$ cat config.mk
export PLATFORM = sky130hd
export DESIGN_NAME = lsfs_ctrl
export DESIGN_NICKNAME = d
export VERILOG_FILES = /design/src/design/lsfs_pkg.sv /design/src/design/lsfs_ctrl.sv
export SDC_FILE = /design/constraint.sdc
export NUM_CORES = 1
export LEC_CHECK = 0
export ABC_AREA = 1
export BUFFER_PORTS_ARGS = -buffer_cell sky130_fd_sc_hd__buf_2
export CAP_MARGIN = 30
export CORE_AREA = 2 2 39 41
export CTS_BUF_LIST = sky130_fd_sc_hd__clkbuf_16
export DETAILED_ROUTE_END_ITERATION = 10
export DIE_AREA = 0 0 41 43
export SETUP_SLACK_MARGIN = 0.15
export SYNTH_ARGS = -nofsm -noshare
export SYNTH_HDL_FRONTEND = slang
export SYNTH_SLANG_ARGS = --single-unit
$ cat constraint.sdc
create_clock -name clk -period 1.04 [get_ports clk]
set_input_delay 0.052 -clock clk [delete_from_list [all_inputs] [get_ports clk]]
set_output_delay 0.052 -clock clk [all_outputs]
set_load 0.01 [all_outputs]
$ cat src/design/lsfs_pkg.sv
// ----------------------------------------------------------------------------
// lsfs_pkg
// Shared types, constants and the CORDIC arc table of the footprint monitor.
// ----------------------------------------------------------------------------
package lsfs_pkg;

	localparam int MAX_BEAMS_DEF = 2048;
	localparam int CORDIC_STEPS  = 16;
	localparam int ITER_W        = $clog2(CORDIC_STEPS);

	localparam logic [15:0] STEP_RST   = 16'd46;
	localparam logic [15:0] FIRST_RST  = 16'd9102;
	localparam logic [11:0] OFFSET_RST = 12'd275;
	localparam logic [15:0] RADIUS_RST = 16'd400;

	localparam logic signed [33:0] CORDIC_K30  = 34'sd652032875;
	localparam logic signed [26:0] HALF_TURN24 = 27'sd8388608;

	localparam logic [15:0] FRONT_LO = 16'd16376;
	localparam logic [15:0] FRONT_HI = 16'd49127;
	localparam logic [15:0] RIGHT_LO = 16'd8240;
	localparam logic [15:0] RIGHT_HI = 16'd24615;
	localparam logic [15:0] LEFT_LO  = 16'd40992;
	localparam logic [15:0] LEFT_HI  = 16'd57367;

	typedef enum logic [1:0] {
		REG_STEP   = 2'd0,
		REG_FIRST  = 2'd1,
		REG_OFFSET = 2'd2,
		REG_RADIUS = 2'd3
	} cfg_reg_t;

	typedef enum logic [3:0] {
		S_IDLE, S_ANGLE, S_ROT, S_MULX, S_MULY, S_SQX, S_SQY,
		S_CMP, S_CHK, S_VINIT, S_VEC, S_SECT, S_FIN
	} state_t;

	typedef enum logic [3:0] {
		OP_NONE, OP_LOAD, OP_ANGLE, OP_ITER, OP_MULX, OP_MULY, OP_SQX,
		OP_SQY, OP_CMP, OP_VINIT, OP_SECT, OP_FIN
	} dp_op_t;

	typedef struct packed {
		dp_op_t op;
	} dp_cmd_t;

	typedef struct packed {
		logic iter_last;
		logic hit;
		logic nonzero;
		logic out_busy;
	} dp_stat_t;

	// Arc of step i, turn/2^24
	function automatic logic signed [26:0] arc_f(input logic [ITER_W-1:0] i);
		logic signed [26:0] a;
		unique case (i)
			4'd0:    a = 27'sd2097152;
			4'd1:    a = 27'sd1238021;
			4'd2:    a = 27'sd654136;
			4'd3:    a = 27'sd332050;
			4'd4:    a = 27'sd166669;
			4'd5:    a = 27'sd83416;
			4'd6:    a = 27'sd41718;
			4'd7:    a = 27'sd20860;
			4'd8:    a = 27'sd10430;
			4'd9:    a = 27'sd5215;
			4'd10:   a = 27'sd2608;
			4'd11:   a = 27'sd1304;
			4'd12:   a = 27'sd652;
			4'd13:   a = 27'sd326;
			4'd14:   a = 27'sd163;
			default: a = 27'sd81;
		endcase
		return a;
	endfunction

endpackage

$ cat src/design/lsfs_ctrl.sv
// ----------------------------------------------------------------------------
// lsfs_ctrl
// Sequencer that steps the datapath through one beam.
// ----------------------------------------------------------------------------
module lsfs_ctrl
	import lsfs_pkg::*;
(
	input  logic     clk,
	input  logic     arst_n,
	input  logic     in_valid,
	output logic     in_ready,
	input  dp_stat_t stat,
	output dp_cmd_t  cmd
);

	state_t state_q, state_d;

	always_ff @(posedge clk or negedge arst_n) begin
		if (!arst_n) begin
			state_q <= S_IDLE;
		end else begin
			state_q <= state_d;
		end
	end

	always_comb begin
		state_d = state_q;
		unique case (state_q)
			S_IDLE:  if (in_valid) state_d = S_ANGLE;
			S_ANGLE: state_d = S_ROT;
			S_ROT:   if (stat.iter_last) state_d = S_MULX;
			S_MULX:  state_d = S_MULY;
			S_MULY:  state_d = S_SQX;
			S_SQX:   state_d = S_SQY;
			S_SQY:   state_d = S_CMP;
			S_CMP:   state_d = S_CHK;
			S_CHK:   state_d = (stat.hit && stat.nonzero) ? S_VINIT : S_FIN;
			S_VINIT: state_d = S_VEC;
			S_VEC:   if (stat.iter_last) state_d = S_SECT;
			S_SECT:  state_d = S_FIN;
			S_FIN:   if (!stat.out_busy) state_d = S_IDLE;
			default: state_d = S_IDLE;
		endcase
	end

	always_comb begin
		in_ready = 1'b0;
		cmd.op   = OP_NONE;
		unique case (state_q)
			S_IDLE: begin
				in_ready = 1'b1;
				if (in_valid) cmd.op = OP_LOAD;
			end
			S_ANGLE: cmd.op = OP_ANGLE;
			S_ROT:   cmd.op = OP_ITER;
			S_MULX:  cmd.op = OP_MULX;
			S_MULY:  cmd.op = OP_MULY;
			S_SQX:   cmd.op = OP_SQX;
			S_SQY:   cmd.op = OP_SQY;
			S_CMP:   cmd.op = OP_CMP;
			S_CHK:   cmd.op = OP_NONE;
			S_VINIT: cmd.op = OP_VINIT;
			S_VEC:   cmd.op = OP_ITER;
			S_SECT:  cmd.op = OP_SECT;
			S_FIN:   if (!stat.out_busy) cmd.op = OP_FIN;
			default: cmd.op = OP_NONE;
		endcase
	end

endmodule

== Word level (Yosys, flattened, before mapping) ==
Index checks and enable logic that the tools add are counted.

* Register bits after elaboration: 4
* Latch bits: 0
* RAM bits: 0
* Bits in read-only memories: 0
* Bits of input ports: 7
* Output and inout port bits: 5
* Logic and storage cells: 31
* Memories kept: 0

* Add/subtract/negate cells: 0
* Multipliers: 0
* Div/mod/pow operators: 0
* $lt $le $gt $ge: 0
* Equal/unequal tests: 16
* Shifts and indexed selects: 0
* Multiplexer cells: 10
* Bitwise operators: 0
* Reductions and logical operators: 4

{| class="wikitable"
|+ Operators with widths
! kind !! number
|-
| 4-bit one-hot mux with 13 select lines || 1
|-
| 4-bit one-hot mux with 11 select lines || 1
|-
| 4-bit equality test (second input constant) || 5
|-
| 4-bit two-way mux || 5
|-
| 4-bit by 3-bit equality test with 1-bit output (second input constant) || 4
|-
| 4-bit by 2-bit equality test with 1-bit output (second input constant) || 2
|-
| 2-bit != test (second input constant) || 4
|-
| 4-bit by 1-bit equality test with 1-bit output (second input constant) || 1
|-
| 4-bit logical NOT || 1
|-
| 4-bit AND reduction || 1
|-
| 3-bit two-way mux || 1
|-
| 1-bit two-way mux || 2
|-
| 2-bit OR reduction || 1
|-
| 1-bit logical AND || 1
|}

== Longest topological paths before layout ==
* Word-level depth: 3
* Gate-level depth with buffers: 7
* Depth with buffers taken out: 7

== Worst setup path before layout ==
Ideal clock, no wire load.

* Path type: flip-flop to output port
* From: register state_q[1]
* To: output cmd[0] (netlist name)
* Data arrival time: 1.023 ns
* Required time: 0.988 ns
* Slack: -0.035 ns
* Stages on the path, launching flop included: 6
* Buffers on the path: 0
* Path through: dfrtp_1 > nor2_4 > inv_1 > nor2_2 > nand2_1 > nand4_1

{| class="wikitable"
|+ RTL lines
! element !! RTL line !! text
|-
| from (decl) || lsfs_ctrl.sv:16 || <nowiki>state_t state_q, state_d;</nowiki>
|-
| from (signal assigned) || lsfs_ctrl.sv:22 || <nowiki>state_q <= state_d;</nowiki>
|-
| to (decl) || lsfs_ctrl.sv:13 || <nowiki>output dp_cmd_t cmd</nowiki>
|}

==> impl_metrics.toml <==
[outcome]
status = "complete, but fails checks"
violations = "negative setup slack"

[detailed_routing]
drt-total-wl_mm = 1.15
num_vias = 496
drc = 0
via_per_inst = 4.82
drt_first_pass_iters = 4
avgRoutedWirePerCell_um = 11.2
drt_iter0_markers = 10
ant_nets = 0

[timing]
max_clock_freq_mhz = 753
hold_violations = 0
worst_slack_ns = -0.288
tightest_slew_ns = 0.198
slew_headroom = 0.867
drv_slew = 0
rsz0062_at_grt = "yes"
fin_worst_skew_ns = 0.00557
fin_crit_sh = 1.28
hold_slack_ns = 0.160
setup_violations = 8
period_minus_slack_ns = 1.33

[grt]
grtUsageTotal = 0.146
grt.overflow.total = 0
grt_pass1_vias = 428
antenna_found_initial = 0
grt_max_degree = 7
grt_first_pass_wirelength_mm = 1.70

[finish]
n_fill_cell = 124
fin_util = 0.493
design_area_um2 = 682
final_cell_mix = "nand2_1 (13), buf_4 (10), buf_2 (9), inv_1 (8), inv_2 (6)"
fin_nets = 95
largest_reg_flops = 4
reg_top3 = "state_q: 4 flops"
final_cells = 103
num_antenna_cells = 0
regMostFlops = "state_q"
multiInputGateArea_um2 = 265
drive_gt1_frac = 0.575
final_common_cell = "nand2_1"
regArea_um2 = 105
syn2layout_area_growth_pct = 88.6

[pwr]
power_density_mw_per_mm2 = 3570
ir_drop_uv = 1510
leakage_nw = 0.379

[worst_setup_path]
cp.arrival_ns = 1.28
cp_max_fo = 6
reg2reg_slack_ns = -0.17
r2r_end = "state_q[3]"
crit_type = "reg -> out"
start_kind = "flip-flop"
critical_path_required_ns = 0.99
reg2reg_depth = 6
r2r_start = "state_q[0]"
cp-end-kind = "output port"

[clocking]
cts-root-buf = "clkbuf_16"
tritoncts = "built"
htreeDepth = 1
clockBufferDepth = 2
clkSinkCount = 4
clock_latency_ns = 0.23
cts_made_buffers = 3
clk_pin_slew_ns = 0.03

[die]
core_mm2 = 0.00138
die_area_mm2 = 0.00176
start_util = 0.261
num_rows = 14
die_y_um = 43
dieWidth_um = 41
io_pins = 12

[yosys]
synth-warning-count = 0
yosysTopAreaCell = "dfrtp_1"
seq_area_frac_synth = 0.277
synth_cell_type_count = 17
yosysTopAreaCellShare = 0.277
yosys-top-cells-area = "dfrtp_1 (28%), nand2_1 (17%), inv_1 (12%)"
avgSynthCellArea_um2 = 5.93
netlist_area_um2 = 362
ys_ff_latch = 4
synth_nets = 68
synthCells = 61

[placed_design]
port_buffers = 11
gp_congestion = 0.767
hpwl_um = 762
dpl-instance-area_um2 = 488
placed_cells = 91
preCtsSetupSlack_ns = -0.0835

[worst_hold_path]
whs_path_depth = 3
min_path_type = "in -> reg"
whs_endpoint = "state_q[2]"
min_from = "stat[0]"

[flow_run]
max_cap_violations = 0
per-stage QoR:
stage	power (W)	TNS, ns
floorplan	0.00106	0
global placement	0.00141	-0.350
detailed placement	0.00141	-0.308
CTS	0.00232	-1.55
global route	0.00261	-2.04
finish	0.00243	-1.55
critical path: stages, from the launching register on:
cell	delay (ns)
dfrtp_2	0.46
nand2_1	0.09
inv_1	0.05
nand3b_1	0.12
nand2_1	0.08
inv_2	0.07
nand3_2	0.06
buf_6	0.12
layout make-up:
cell class,count,area share
well taps,16,0.0294
multi-input cells,43,0.389
clock buffers,3,0.110
clock inverters,1,0.00550
repair buffers,23,0.240
flip-flops and latches,4,0.154
inverters,13,0.0716
metal layers:
| layer | share of wire | up-vias | GRT usage | wire length [µm] |
|---|---|---|---|---|
| met3 | 0.039 | 2 | 0.0628 | 45 |
| li1 | - | 247 | - | - |
| met2 | 0.53 | 13 | 0.231 | 615 |
| met1 | 0.42 | 234 | 0.172 | 481 |
| met4 | 0.0087 | 0 | 0.0400 | 10 |
| met5 | 0 | - | 0 | 0 |
how the worst max path moves through the flow:
stage,slack (ns),to,from
CTS,-0.29,cmd[1],state_q[1]
global route,-0.35,cmd[1],state_q[2]
floorplan,0.06,state_q[3],state_q[3]
detailed placement,-0.08,cmd[0],state_q[2]
global placement,-0.11,cmd[0],state_q[2]
finish,-0.29,cmd[3],state_q[2]
what timing repair did:
item	4_1_cts	5_1_grt
resized for setup	9	5
pin swaps	7	2
endpoints found under the setup margin	9	9
hold buffers	1	0
setup buffers	5	2
endpoints found under the hold margin	4	0
cell families after synthesis:
logic type             synth area share
AOI/OAI and AO/OA                0.0761
buffers and inverters             0.149
DFF                               0.277
and+or+nand+nor                   0.498
power by group:
group,switching [W],internal [W]
clock,0.000110,0.000496
combinational,0.000712,0.000711
sequential,0.000160,0.000244
cells in the mapped netlist:
cell      count
dfrtp_1       4
o21ai_0       1
o211ai_1      1
nand2_1      16
clkbuf_2      1
nor2_2        1
nand3_1       7
nand2_2       1
inv_2         1
nor2_1        8
inv_1        12
a22oi_1       1
nor2_4        1
nor3_1        1
nand4_1       3
o21a_1        1
nand3b_1      1
No activity file was read; power rests on OpenSTA's default activity.
